$ cat src/rtl/assert_macros.svh
// ----------------------------------------------------------------------------
// Assertion macros
// Shared concurrent assertion forms for the urgent insert service queue.
// ----------------------------------------------------------------------------
`ifndef ASSERT_MACROS_SVH
`define ASSERT_MACROS_SVH

// Check a property at every rising clock edge outside reset.
`define USQ_ASSERT(lbl, clk, rstn, prop, msg) \
    lbl: assert property (@(posedge clk) disable iff (!rstn) (prop)) \
        else $error(msg);

// Check that a condition in one cycle is followed by another in the next.
`define USQ_ASSERT_NEXT(lbl, clk, rstn, pre, post, msg) \
    lbl: assert property (@(posedge clk) disable iff (!rstn) (pre) |=> (post)) \
        else $error(msg);

`endif

$ cat src/rtl/usq_pkg.sv
// ----------------------------------------------------------------------------
// usq_pkg
// Types and constants shared by the queue cells, the control and the top.
// ----------------------------------------------------------------------------
package usq_pkg;

    localparam int CMD_W       = 2;
    localparam int PERSON_W    = 16;
    localparam int CLASS_W     = 8;
    localparam int DUR_W       = 10;
    localparam int COUNT_OUT_W = 5;

    localparam logic [CMD_W-1:0] CMD_NORMAL = 2'd1;
    localparam logic [CMD_W-1:0] CMD_URGENT = 2'd2;

    // Source of a cell's next job
    typedef enum logic [1:0] {
        SEL_HOLD,
        SEL_FRESH,
        SEL_LEFT,
        SEL_RIGHT
    } cell_sel_t;

    typedef struct packed {
        cell_sel_t sel;
        logic      dec;
    } cell_ctrl_t;

    typedef struct packed {
        logic take_fresh;
        logic serve;
        logic pop;
        logic drop;
    } usq_status_t;

endpackage

$ cat src/rtl/usq_cell.sv
// ----------------------------------------------------------------------------
// usq_cell
// One queue slot: picks its next job from itself, a new request or a
// neighbor, and optionally counts the job's time down by one.
// ----------------------------------------------------------------------------
module usq_cell #(
    parameter int JOB_W  = 44,
    parameter int TIME_W = 10
) (
    input  logic                aclk,
    input  logic                en,
    input  usq_pkg::cell_ctrl_t ctrl,
    input  logic [JOB_W-1:0]    fresh,
    input  logic [JOB_W-1:0]    left,
    input  logic [JOB_W-1:0]    right,
    output logic [JOB_W-1:0]    job
);
    import usq_pkg::*;

    logic [JOB_W-1:0] job_reg;
    logic [JOB_W-1:0] job_next;
    logic [JOB_W-1:0] pick;

    always_comb begin
        case (ctrl.sel)
            SEL_HOLD:  pick = job_reg;
            SEL_FRESH: pick = fresh;
            SEL_LEFT:  pick = left;
            SEL_RIGHT: pick = right;
            default:   pick = job_reg;
        endcase
        job_next = pick;
        // count down only while time is left
        if (ctrl.dec && (pick[TIME_W-1:0] != '0)) begin
            job_next[TIME_W-1:0] = pick[TIME_W-1:0] - TIME_W'(1);
        end
    end

    always_ff @(posedge aclk) begin
        if (en) begin
            job_reg <= job_next;
        end
    end

    assign job = job_reg;

endmodule

$ cat src/rtl/usq_ctrl.sv
// ----------------------------------------------------------------------------
// usq_ctrl
// Decides per tick where a request goes, whether the head is served or
// removed, and which source each cell of the chain takes.
// ----------------------------------------------------------------------------
module usq_ctrl #(
    parameter int QUEUE_DEPTH = 16,
    parameter int TIME_BITS   = 10,
    parameter int CNT_W       = 5
) (
    input  logic [usq_pkg::CMD_W-1:0] cmd,
    input  logic [CNT_W-1:0]          count,
    input  logic [TIME_BITS-1:0]      fresh_time,
    input  logic [TIME_BITS-1:0]      head_time,
    output logic [CNT_W-1:0]          count_next,
    output usq_pkg::usq_status_t      status,
    output usq_pkg::cell_ctrl_t       cell_ctrl [QUEUE_DEPTH]
);
    import usq_pkg::*;

    logic                 req_norm;
    logic                 req_urg;
    logic                 full;
    logic                 empty;
    logic                 ins_norm;
    logic                 ins_urg;
    logic                 ins;
    logic                 occupied;
    logic [TIME_BITS-1:0] v0_time;
    logic                 pop;

    always_comb begin
        req_norm = (cmd == CMD_NORMAL);
        req_urg  = (cmd == CMD_URGENT);
        full     = (count == CNT_W'(QUEUE_DEPTH));
        empty    = (count == '0);
        ins_norm = req_norm && !full;
        ins_urg  = req_urg && !full;
        ins      = ins_norm || ins_urg;
        occupied = ins || !empty;
        // a request into an empty queue becomes the head right away
        v0_time  = (ins && empty) ? fresh_time : head_time;
        pop      = occupied && (v0_time[TIME_BITS-1:1] == '0);

        status.take_fresh = ins && empty;
        status.serve      = occupied && (v0_time != '0);
        status.pop        = pop;
        status.drop       = (req_norm || req_urg) && full;

        count_next = count + CNT_W'(ins) - CNT_W'(pop);
    end

    always_comb begin
        for (int i = 0; i < QUEUE_DEPTH; i++) begin
            cell_ctrl[i].sel = SEL_HOLD;
            cell_ctrl[i].dec = 1'b0;
            if (pop) begin
                if (ins_urg && !empty) begin
                    // new job sits behind the head, and the head leaves
                    cell_ctrl[i].sel = (i == 0) ? SEL_FRESH : SEL_HOLD;
                end else if (ins_norm && (CNT_W'(i + 1) == count)) begin
                    cell_ctrl[i].sel = SEL_FRESH;
                end else begin
                    cell_ctrl[i].sel = SEL_RIGHT;
                end
            end else begin
                cell_ctrl[i].dec = (i == 0);
                if (ins_urg && !empty) begin
                    if (i == 0) begin
                        cell_ctrl[i].sel = SEL_HOLD;
                    end else if (i == 1) begin
                        cell_ctrl[i].sel = SEL_FRESH;
                    end else begin
                        cell_ctrl[i].sel = SEL_LEFT;
                    end
                end else if (ins && (CNT_W'(i) == count)) begin
                    cell_ctrl[i].sel = SEL_FRESH;
                end
            end
        end
    end

endmodule

$ cat src/rtl/urgent_insert_service_queue_core.sv
// An accepted request's result is registered and shown in the cycle after it is accepted.
// Throughput: one request per cycle while m_ready is high; every cell of
// the chain updates in the same cycle and the single result register frees up
// whenever m_ready takes its contents.
// Reset: synchronous, active low aresetn clears the job count and the
// output valid; the job cells keep their contents and are read only once
// written.
// ----------------------------------------------------------------------------
// urgent_insert_service_queue_core
// Bounded job queue built as a chain of cells with the head in cell zero;
// normal jobs join the tail, urgent jobs slot in behind the head (or head an empty queue).
// ----------------------------------------------------------------------------
`include "assert_macros.svh"

module urgent_insert_service_queue_core #(
    parameter int QUEUE_DEPTH = 16,
    parameter int TIME_BITS   = 10
) (
    input  logic                            aclk,
    input  logic                            aresetn,
    input  logic                            s_valid,
    output logic                            s_ready,
    input  logic [usq_pkg::CMD_W-1:0]       s_cmd,
    input  logic [usq_pkg::PERSON_W-1:0]    s_person_id,
    input  logic [usq_pkg::CLASS_W-1:0]     s_class_code,
    input  logic [usq_pkg::DUR_W-1:0]       s_duration,
    output logic                            m_valid,
    input  logic                            m_ready,
    output logic                            m_serving,
    output logic                            m_served_urgent,
    output logic [usq_pkg::PERSON_W-1:0]    m_served_person,
    output logic [usq_pkg::CLASS_W-1:0]     m_served_class,
    output logic [usq_pkg::DUR_W-1:0]       m_time_left,
    output logic                            m_dropped,
    output logic [usq_pkg::COUNT_OUT_W-1:0] m_queue_count
);
    import usq_pkg::*;

    localparam int CNT_W   = $clog2(QUEUE_DEPTH + 1);
    localparam int CLS_LO  = TIME_BITS;
    localparam int PER_LO  = TIME_BITS + CLASS_W;
    localparam int URG_BIT = TIME_BITS + CLASS_W + PERSON_W;
    localparam int JOB_W   = URG_BIT + 1;

    logic [CNT_W-1:0]       count_reg;
    logic [CNT_W-1:0]       count_next;
    logic                   m_valid_reg;
    logic                   m_valid_next;
    logic                   serving_reg;
    logic                   urgent_reg;
    logic [PERSON_W-1:0]    person_reg;
    logic [CLASS_W-1:0]     class_reg;
    logic [DUR_W-1:0]       time_reg;
    logic                   dropped_reg;
    logic [COUNT_OUT_W-1:0] qcount_reg;

    logic                   s_fire;
    logic [JOB_W-1:0]       fresh;
    logic [JOB_W-1:0]       head;
    logic [JOB_W-1:0]       shown;
    logic [JOB_W-1:0]       jobs [QUEUE_DEPTH];
    usq_status_t            status;
    cell_ctrl_t             cell_ctrl [QUEUE_DEPTH];

    assign s_ready = !m_valid_reg || m_ready;
    assign s_fire  = s_valid && s_ready;

    assign fresh = {(s_cmd == CMD_URGENT), s_person_id, s_class_code,
                    TIME_BITS'(s_duration)};
    assign head  = jobs[0];
    assign shown = status.take_fresh ? fresh : head;

    usq_ctrl #(
        .QUEUE_DEPTH (QUEUE_DEPTH),
        .TIME_BITS   (TIME_BITS),
        .CNT_W       (CNT_W)
    ) u_ctrl (
        .cmd        (s_cmd),
        .count      (count_reg),
        .fresh_time (fresh[TIME_BITS-1:0]),
        .head_time  (head[TIME_BITS-1:0]),
        .count_next (count_next),
        .status     (status),
        .cell_ctrl  (cell_ctrl)
    );

    for (genvar g = 0; g < QUEUE_DEPTH; g++) begin : g_cell
        logic [JOB_W-1:0] left;
        logic [JOB_W-1:0] right;

        if (g == 0) begin : g_first
            assign left = fresh;
        end else begin : g_mid_l
            assign left = jobs[g-1];
        end

        if (g == QUEUE_DEPTH - 1) begin : g_last
            assign right = '0;
        end else begin : g_mid_r
            assign right = jobs[g+1];
        end

        usq_cell #(
            .JOB_W  (JOB_W),
            .TIME_W (TIME_BITS)
        ) u_cell (
            .aclk  (aclk),
            .en    (s_fire),
            .ctrl  (cell_ctrl[g]),
            .fresh (fresh),
            .left  (left),
            .right (right),
            .job   (jobs[g])
        );
    end

    always_comb begin
        m_valid_next = m_valid_reg;
        if (s_fire) begin
            m_valid_next = 1'b1;
        end else if (m_ready) begin
            m_valid_next = 1'b0;
        end
    end

    always_ff @(posedge aclk) begin
        if (!aresetn) begin
            count_reg   <= '0;
            m_valid_reg <= 1'b0;
        end else begin
            m_valid_reg <= m_valid_next;
            if (s_fire) begin
                count_reg <= count_next;
            end
        end
    end

    // result payload, zero fields when nothing is served
    always_ff @(posedge aclk) begin
        if (s_fire) begin
            serving_reg <= status.serve;
            urgent_reg  <= status.serve && shown[URG_BIT];
            person_reg  <= status.serve ? shown[URG_BIT-1:PER_LO] : '0;
            class_reg   <= status.serve ? shown[PER_LO-1:CLS_LO] : '0;
            time_reg    <= status.serve ? DUR_W'(shown[TIME_BITS-1:0]) : '0;
            dropped_reg <= status.drop;
            qcount_reg  <= COUNT_OUT_W'(count_next);
        end
    end

    assign m_valid         = m_valid_reg;
    assign m_serving       = serving_reg;
    assign m_served_urgent = urgent_reg;
    assign m_served_person = person_reg;
    assign m_served_class  = class_reg;
    assign m_time_left     = time_reg;
    assign m_dropped       = dropped_reg;
    assign m_queue_count   = qcount_reg;

    `USQ_ASSERT(a_count_bound, aclk, aresetn, count_reg <= CNT_W'(QUEUE_DEPTH), "count over depth")
    `USQ_ASSERT_NEXT(a_count_hold, aclk, aresetn, !s_fire, $stable(count_reg), "count moved idle")
    `USQ_ASSERT_NEXT(a_drop_flag, aclk, aresetn, s_fire && status.drop, m_valid && m_dropped, "drop lost")
    `USQ_ASSERT(a_idle_zero, aclk, aresetn, (m_valid && !m_serving) |-> (m_time_left == '0), "idle time set")

endmodule

$ cat config.mk
export PLATFORM = sky130hd
export DESIGN_NAME = urgent_insert_service_queue_core
export DESIGN_NICKNAME = d
export VERILOG_FILES = /design/src/rtl/usq_pkg.sv /design/src/rtl/usq_cell.sv /design/src/rtl/usq_ctrl.sv /design/src/rtl/urgent_insert_service_queue_core.sv
export VERILOG_INCLUDE_DIRS = /design/src /design/src/rtl
export SDC_FILE = /design/constraint.sdc
export NUM_CORES = 1
export LEC_CHECK = 0
export BUFFER_PORTS_ARGS = -buffer_cell sky130_fd_sc_hd__buf_2
export CAP_MARGIN = 20
export CORE_MARGIN = 2
export CORE_UTILIZATION = 45
export DETAILED_ROUTE_END_ITERATION = 16
export PLACE_DENSITY = 0.69
export SLEW_MARGIN = 20
export SYNTH_ARGS = -nofsm -noshare
export SYNTH_HDL_FRONTEND = slang
export SYNTH_SLANG_ARGS = --single-unit
$ cat constraint.sdc
create_clock -name aclk -period 7.5 [get_ports aclk]
set_input_delay 1.875 -clock aclk [delete_from_list [all_inputs] [get_ports aclk]]
set_output_delay 1.875 -clock aclk [all_outputs]
set_load 0.01 [all_outputs]
=== Word level (Yosys, flattened, before mapping) ===
Index checks and enable logic that the tools add are counted.

* Register bits after elaboration: 608
* Input bits: 40
* Output and inout bits: 44

* Reductions and logical operators: 86
* Eq/ne operators: 67
* Add/sub/neg operators: 3
* Muxes and demuxes: 102
* Bitwise logic cells: 16

{| class="wikitable"
|+ Operator list
! cell !! count
|-
| 35-bit case mux with 3 select lines || 16
|-
| 2-bit 2-to-1 mux || 62
|-
| 2-bit equality test (second input constant) || 33
|-
| 1-bit logical AND || 41
|-
| 4-bit by 5-bit equality test with 1-bit output (first input constant) || 8
|-
| 35-bit 2-to-1 mux || 1
|-
| 2-bit by 1-bit equality test with 1-bit output (second input constant) || 17
|-
| 2-bit logical NOT || 16
|-
| 2-bit AND reduction || 16
|-
| 1-bit 2-to-1 mux || 21
|-
| 3-bit by 5-bit equality test with 1-bit output (first input constant) || 4
|-
| 10-bit 2-to-1 mux || 2
|-
| 10-bit nonzero test || 2
|-
| 1-bit NOT || 16
|-
| 2-bit by 5-bit equality test with 1-bit output (first input constant) || 2
|-
| 10-bit by 1-bit subtractor with 10-bit output (second input constant) || 1
|-
| 9-bit logical NOT || 1
|-
| 5-bit by 1-bit adder with 5-bit output || 1
|-
| 1-bit by 5-bit equality test with 1-bit output (first input constant) || 1
|-
| 5-bit equality test (first input constant) || 1
|-
| 5-bit equality test (second input constant) || 1
|-
| 5-bit logical NOT || 1
|-
| 5-bit by 1-bit subtractor with 5-bit output || 1
|-
| 1-bit logical OR || 4
|-
| other kinds (3) || 5
|}

=== Depth between registers and ports, before layout ===
* Depth in word-level cells: 15
* Mapped depth: 20

=== Cells and area by module ===
From an unflattened synthesis, not the netlist that was laid out.

* Cells, all modules: 2929
* Area, all modules: 38045.2 um2

{| class="wikitable"
|+ By module, submodules not included
! module !! times used !! cells an instance !! area each (um2)
|-
| usq_cell at g_cell[1].u_cell ... || 9 || 150 || 2209.6
|-
| usq_cell at g_cell[0].u_cell ... || 7 || 180 || 2124.5
|-
| urgent_insert_service_queue_core || 1 || 148 || 2165.8
|-
| usq_ctrl || 1 || 171 || 1121.1
|}

=== Worst setup path before layout ===
Ideal clock, no wire load.

* Path type: input to register
* From: input port s_cmd[1] (netlist bit)
* To: register g_cell[11].u_cell.job_reg[0], enable pin
* Setup time: 439 ps
* Arrival: 5341 ps
* Slack: 1720 ps
* Cell stages on the path: 12
* Buffers on the path: 4
* Path through: inv_1 -> ha_1 -> clkbuf_1 -> nor2_1 -> nor2_2 -> a21oi_4 -> inv_2 -> buf_6 -> xnor2_2 -> buf_4 -> buf_4 -> a21oi_1

* Cells in the longest elaborated chain, start to end: 11

{| class="wikitable"
|+ RTL lines
! what !! RTL line !! text
|-
| start: declaration || urgent_insert_service_queue_core.sv:23 || <nowiki>input logic [usq_pkg::CMD_W-1:0] s_cmd,</nowiki>
|-
| 2-bit by 1-bit equality test with 1-bit output or 2-bit equality test (tied branches) || usq_ctrl.sv:33, usq_ctrl.sv:34 ||
|-
| 1-bit logical AND (on tied branches) || usq_ctrl.sv:37, usq_ctrl.sv:38 ||
|-
| 1-bit logical OR || usq_ctrl.sv:39 || <nowiki>ins = ins_norm || ins_urg;</nowiki>
|-
| 1-bit logical AND || usq_ctrl.sv:42 || <nowiki>v0_time = (ins && empty) ? fresh_time : head_time;</nowiki>
|-
| 10-bit 2-to-1 mux || usq_ctrl.sv:42 ||
|-
| 9-bit logical NOT || usq_ctrl.sv:43 || <nowiki>pop = occupied && (v0_time[TIME_BITS-1:1] == '0);</nowiki>
|-
| 1-bit logical AND || usq_ctrl.sv:43 ||
|-
| 2-bit 2-to-1 mux * || usq_ctrl.sv:57 || <nowiki>if (pop) begin</nowiki>
|-
| 2-bit logical NOT * || usq_cell.sv:25 || <nowiki>case (ctrl.sel)</nowiki>
|-
| 1-bit NOT (no source line) * || -- ||
|-
| 2-bit AND reduction (no source line) * || -- ||
|-
| end signal: assignment || usq_cell.sv:41 || <nowiki>job_reg <= job_next;</nowiki>
|-
| end: declaration || usq_cell.sv:20 || <nowiki>logic [JOB_W-1:0] job_reg;</nowiki>
|}

Mark *: on every way between the ends. The rest lies on a longest branch, timed or not.
A chain may end at the register's enable or synchronous reset.

=== Final worst setup path ===
* From: input port s_duration[4] (netlist bit)
* To: register g_cell[0].u_cell.job_reg[0] (data pin)

* Cells in the longest elaborated chain, start to end: 10

{| class="wikitable"
|+ RTL lines
! what !! RTL line !! text
|-
| start: declaration || urgent_insert_service_queue_core.sv:26 || <nowiki>input logic [usq_pkg::DUR_W-1:0] s_duration,</nowiki>
|-
| parallel branches: the longest is 9 deep, another holds 10-bit by 1-bit subtractor with 10-bit output || -- ||
|-
| 10-bit 2-to-1 mux * || usq_cell.sv:34 || <nowiki>if (ctrl.dec && (pick[TIME_W-1:0] != '0)) begin</nowiki>
|-
| named net g_cell[0].u_cell.job_next[0] || usq_cell.sv:21 || <nowiki>logic [JOB_W-1:0] job_next;</nowiki>
|-
| end signal: assignment || usq_cell.sv:41 ||
|-
| end: declaration || usq_cell.sv:20 ||
|}

Mark *: on every way through the listed nets, which the timed path passes.

==> metrics.txt <==
# TYPE chip_impl_metric gauge
chip_impl_info{name="outcome",value="completed"} 1
chip_impl_metric{name="synthMuxAreaShare",unit=""} 0.0139
chip_impl_metric{name="globalRouteTotalUtil",unit=""} 0.213
chip_impl_metric{name="antenna_violating_nets_post_route",unit=""} 0
chip_impl_metric{name="cap_violations",unit=""} 0
chip_impl_info{name="clockRootBuffer",value="sky130_fd_sc_hd__clkbuf_16"} 1
chip_impl_info{name="yosys-top-cells-area",value="sky130_fd_sc_hd__edfxtp_1, sky130_fd_sc_hd__a221o_1, sky130_fd_sc_hd__and3_1, sky130_fd_sc_hd__a22o_1, sky130_fd_sc_hd__buf_2"} 1
chip_impl_metric{name="totalNegativeSetupSlack",unit="ns"} 0
chip_impl_info{name="synth.most_common_cell",value="sky130_fd_sc_hd__edfxtp_1"} 1
chip_impl_metric{name="number_of_endpoints_with_negative_hold_slack_in_the_final_report",unit=""} 0
chip_impl_metric{name="post_synth_and_or_nand_nor_area_fraction",unit=""} 0.117
chip_impl_metric{name="routed_via_count",unit=""} 20800
chip_impl_metric{name="drt_pre_antenna_iters",unit=""} 6
chip_impl_metric{name="layout-drive-gt1-share",unit=""} 0.132
chip_impl_metric{name="detailedRoute.firstIterationViolations",unit=""} 2981
chip_impl_metric{name="via_per_inst",unit=""} 6.71
chip_impl_metric{name="cts.path.max_buffers",unit=""} 3
chip_impl_metric{name="io-pin-count",unit=""} 84
chip_impl_metric{name="route.final.wire_length",unit="um"} 75200
chip_impl_metric{name="initial_core_utilization",unit=""} 0.454
chip_impl_metric{name="gp_routability_congestion",unit=""} 0.896
chip_impl_metric{name="post_synth.cell_area_avg",unit="um2"} 13.3
chip_impl_metric{name="synth.cell_area",unit="mm2"} 0.0299
chip_impl_info{name="hold_path.class",value="reg -> reg"} 1
chip_impl_metric{name="whs",unit="ns"} 0.532
chip_impl_metric{name="crit_fanout",unit=""} 36
chip_impl_metric{name="grt_first_pass_wirelength",unit="um"} 116000
chip_impl_metric{name="cts_resized",unit=""} 0
chip_impl_info{name="cts_tree",value="done"} 1
chip_impl_metric{name="area_inside_the_core_boundary",unit="mm2"} 0.0657
chip_impl_metric{name="slew_viol_final",unit=""} 0
chip_impl_metric{name="drt-wirelength-per-cell",unit="um"} 24.2
chip_impl_info{name="synth_top_family_by_area",value="compound AO/OA/AOI/OAI gates"} 1
chip_impl_info{name="path_class",value="in -> reg"} 1
chip_impl_info{name="setup.worst_path.start_class",value="input pin"} 1
chip_impl_metric{name="first_global_vias",unit=""} 19500
chip_impl_metric{name="clock_tree.htree_level_count",unit=""} 2
chip_impl_metric{name="clock_insertion_delay_worst_skew",unit="ns"} 0.64
chip_impl_info{name="yosys_most_used_dff",value="sky130_fd_sc_hd__edfxtp_1"} 1
chip_impl_metric{name="overflow",unit=""} 0
chip_impl_info{name="netlist_top_cells_count",value="sky130_fd_sc_hd__edfxtp_1, sky130_fd_sc_hd__a221o_1, sky130_fd_sc_hd__and3_1"} 1
chip_impl_metric{name="worst_clock_skew",unit="ns"} 0.0311
chip_impl_metric{name="drc_errors",unit=""} 0
chip_impl_metric{name="cts_hold_repair.buffers",unit=""} 0
chip_impl_info{name="critical_path.endpoint_type",value="flop"} 1
chip_impl_metric{name="die_width",unit="um"} 262
chip_impl_metric{name="antenna_found_initial",unit=""} 5
chip_impl_metric{name="final_period_util",unit=""} 0.775
chip_impl_metric{name="grt_max_degree",unit=""} 194
chip_impl_metric{name="finalWorstPathRequiredPeriod",unit="ns"} 5.81
chip_impl_metric{name="clk_pin_slew_worst_setup_hold_paths",unit="ns"} 0.07
chip_impl_metric{name="synth_enable_flop_cells",unit=""} 602
chip_impl_metric{name="dp_hpwl",unit="um"} 48600
chip_impl_info{name="synth_area_leader_cell",value="sky130_fd_sc_hd__edfxtp_1"} 1
chip_impl_metric{name="synthDominantCellAreaShare",unit=""} 0.605
chip_impl_metric{name="cts_made_buffers",unit=""} 61
chip_impl_metric{name="nets",unit=""} 2236
chip_impl_metric{name="vdd_ir_drop_max",unit="uV"} 171
chip_impl_metric{name="fp.dieH",unit="um"} 262
chip_impl_metric{name="dieArea",unit="mm2"} 0.0684
chip_impl_metric{name="buffer_ports.inserted",unit=""} 83
chip_impl_metric{name="count_of_yosys_warnings_during_synthesis",unit=""} 0
chip_impl_metric{name="synthesis.nets",unit=""} 2295
chip_impl_metric{name="postCtsSetupBuffers",unit=""} 0
chip_impl_metric{name="setup-violations-final",unit=""} 0
chip_impl_metric{name="largest_register_ffs",unit=""} 560
chip_impl_metric{name="share_of_the_synthesized_area_in_compound_gates_ao_oa_aoi_oai",unit=""} 0.207
chip_impl_metric{name="synthesis.instances",unit=""} 2242
chip_impl_metric{name="cp.required",unit="ns"} 7.86
chip_impl_metric{name="row_count",unit=""} 94
chip_impl_metric{name="synth_adder_area_share",unit=""} 0.00570
chip_impl_metric{name="asyncSetResetFlopFracSynth",unit=""} 0
chip_impl_metric{name="powerDensity",unit="mW/mm2"} 254
chip_impl_metric{name="worst_pin_slew",unit="ns"} 1.13
chip_impl_metric{name="arrival",unit="ns"} 6.18
chip_impl_metric{name="yosysSeqAreaShare",unit=""} 0.609
chip_impl_metric{name="distinct_cell_type_count_of_the_synthesized_netlist",unit=""} 72
chip_impl_info{name="grt_setup_unrepaired",value="false"} 1
chip_impl_metric{name="synth_xor_xnor_area_share",unit=""} 0.00465
chip_impl_metric{name="clock.fmax",unit="MHz"} 172
chip_impl_metric{name="clock_sink_count",unit=""} 608
chip_impl_metric{name="ys_seq_elements",unit=""} 608
chip_impl_metric{name="leakage",unit="nW"} 12.1
chip_impl_metric{name="area_overhead_of_the_layout_relative_to_synthesis",unit="%"} 10.5
chip_impl_metric{name="timing.slew.headroom",unit=""} 0.245
[area by class of cell]
type | instances | area [um2]
clock inverters | 44 | 349
clock buffers | 68 | 1570
repair buffers | 141 | 1030
well taps | 864 | 1080
multi-input cells | 1356 | 10700
diodes | 4 | 10.0
fillers | 5398 | 32700
flip-flops and latches | 608 | 18200
inverters | 15 | 56.3
[layout by cell type (no fill, tap or decap), types with 6 or more instances in the layout]
master | Yosys | final
sky130_fd_sc_hd__a21oi_1 | 57 | 39
sky130_fd_sc_hd__buf_2 | 121 | 83
sky130_fd_sc_hd__xor2_1 | 10 | 10
sky130_fd_sc_hd__clkinv_1 | 1 | 17
sky130_fd_sc_hd__a221o_1 | 423 | 423
sky130_fd_sc_hd__dfxtp_1 | 6 | 6
sky130_fd_sc_hd__o211ai_4 | 0 | 8
sky130_fd_sc_hd__clkinv_2 | 0 | 16
sky130_fd_sc_hd__and3_1 | 413 | 413
sky130_fd_sc_hd__buf_4 | 8 | 48
sky130_fd_sc_hd__inv_1 | 13 | 13
sky130_fd_sc_hd__ha_1 | 12 | 12
sky130_fd_sc_hd__edfxtp_1 | 602 | 602
sky130_fd_sc_hd__nand2_1 | 97 | 96
sky130_fd_sc_hd__nor2_1 | 42 | 40
sky130_fd_sc_hd__a22o_1 | 70 | 70
sky130_fd_sc_hd__a21oi_2 | 10 | 13
sky130_fd_sc_hd__a21oi_4 | 1 | 16
sky130_fd_sc_hd__a21o_1 | 36 | 36
sky130_fd_sc_hd__buf_16 | 0 | 7
sky130_fd_sc_hd__clkbuf_16 | 0 | 62
sky130_fd_sc_hd__a22oi_1 | 32 | 32
sky130_fd_sc_hd__mux2_1 | 30 | 30
sky130_fd_sc_hd__clkbuf_1 | 110 | 6
sky130_fd_sc_hd__o21ai_0 | 23 | 23
[final timing paths]
kind                                    start  slack [ns]  cells past startpoint                      end
worst max-delay path            s_duration[4]        1.69                     16  g_cell[0].u_cell.job[0]
worst max register to register   count_reg[3]        2.47                     17  g_cell[0].u_cell.job[0]
worst min register to register   count_reg[2]        0.53                      2             count_reg[2]
worst min-delay path             count_reg[2]        0.53                      2             count_reg[2]
[cell families (layout without fill, tap and decap cells)]
| family | after synthesis | in the layout |
|---|---|---|
| compound gates | 684 | 684 |
| flops | 608 | 608 |
| simple gates | 607 | 607 |
| buf+inv | 278 | 268 |
| mux | 37 | 37 |
| xor+xnor | 15 | 15 |
| fa+ha+maj | 13 | 13 |
| other cells | 0 | 4 |
[layer usage]
| layer | GRT usage | share of wire | vias up |
|---|---|---|---|
| met1 | 0.320 | 0.44 | 10300 |
| met3 | 0.0369 | 0.095 | 107 |
| met5 | 0 | 0.00031 | - |
| met2 | 0.321 | 0.44 | 1120 |
| met4 | 0.0507 | 0.018 | 4 |
| li1 | - | - | 9221 |
[worst max-delay path, stage by stage]
cell	delay [ns]
sky130_fd_sc_hd__buf_2	0.23
sky130_fd_sc_hd__or4_1	0.56
sky130_fd_sc_hd__nor3_2	0.58
sky130_fd_sc_hd__a21oi_4	0.23
sky130_fd_sc_hd__inv_2	0.13
sky130_fd_sc_hd__nand2_4	0.15
sky130_fd_sc_hd__nor2_1	0.19
sky130_fd_sc_hd__ha_1	0.29
sky130_fd_sc_hd__buf_4	0.26
sky130_fd_sc_hd__a221o_1	0.34
sky130_fd_sc_hd__o21ai_0	0.11
sky130_fd_sc_hd__ha_1	0.31
sky130_fd_sc_hd__o21ai_0	0.15
sky130_fd_sc_hd__a211oi_2	0.45
sky130_fd_sc_hd__nand2b_1	0.23
sky130_fd_sc_hd__xor2_1	0.09
[metrics by stage]
stage / total power, mW / cells / utilization / cell area (um2) / worst slack, ns
6_report: 8.38 / 3100 / 0.502 / 33000 / 1.69
5_1_grt: 8.67 / 3099 / 0.502 / 33000 / 1.44
4_1_cts: 8.39 / 3090 / 0.499 / 32800 / 1.82
3_5_place_dp: 5.43 / 2978 / 0.470 / 30900 / 1.15
3_3_place_gp: 5.37 / 2977 / 0.469 / 30800 / 1.24
2_1_floorplan: 5.09 / 2242 / - / 29900 / 1.72
[where the power goes]
part | switching [mW] | internal (mW)
registers | 0.117 | 4.04
clock network | 1.32 | 1.67
logic | 0.713 | 0.518
Power figures use the tool's default switching activity.
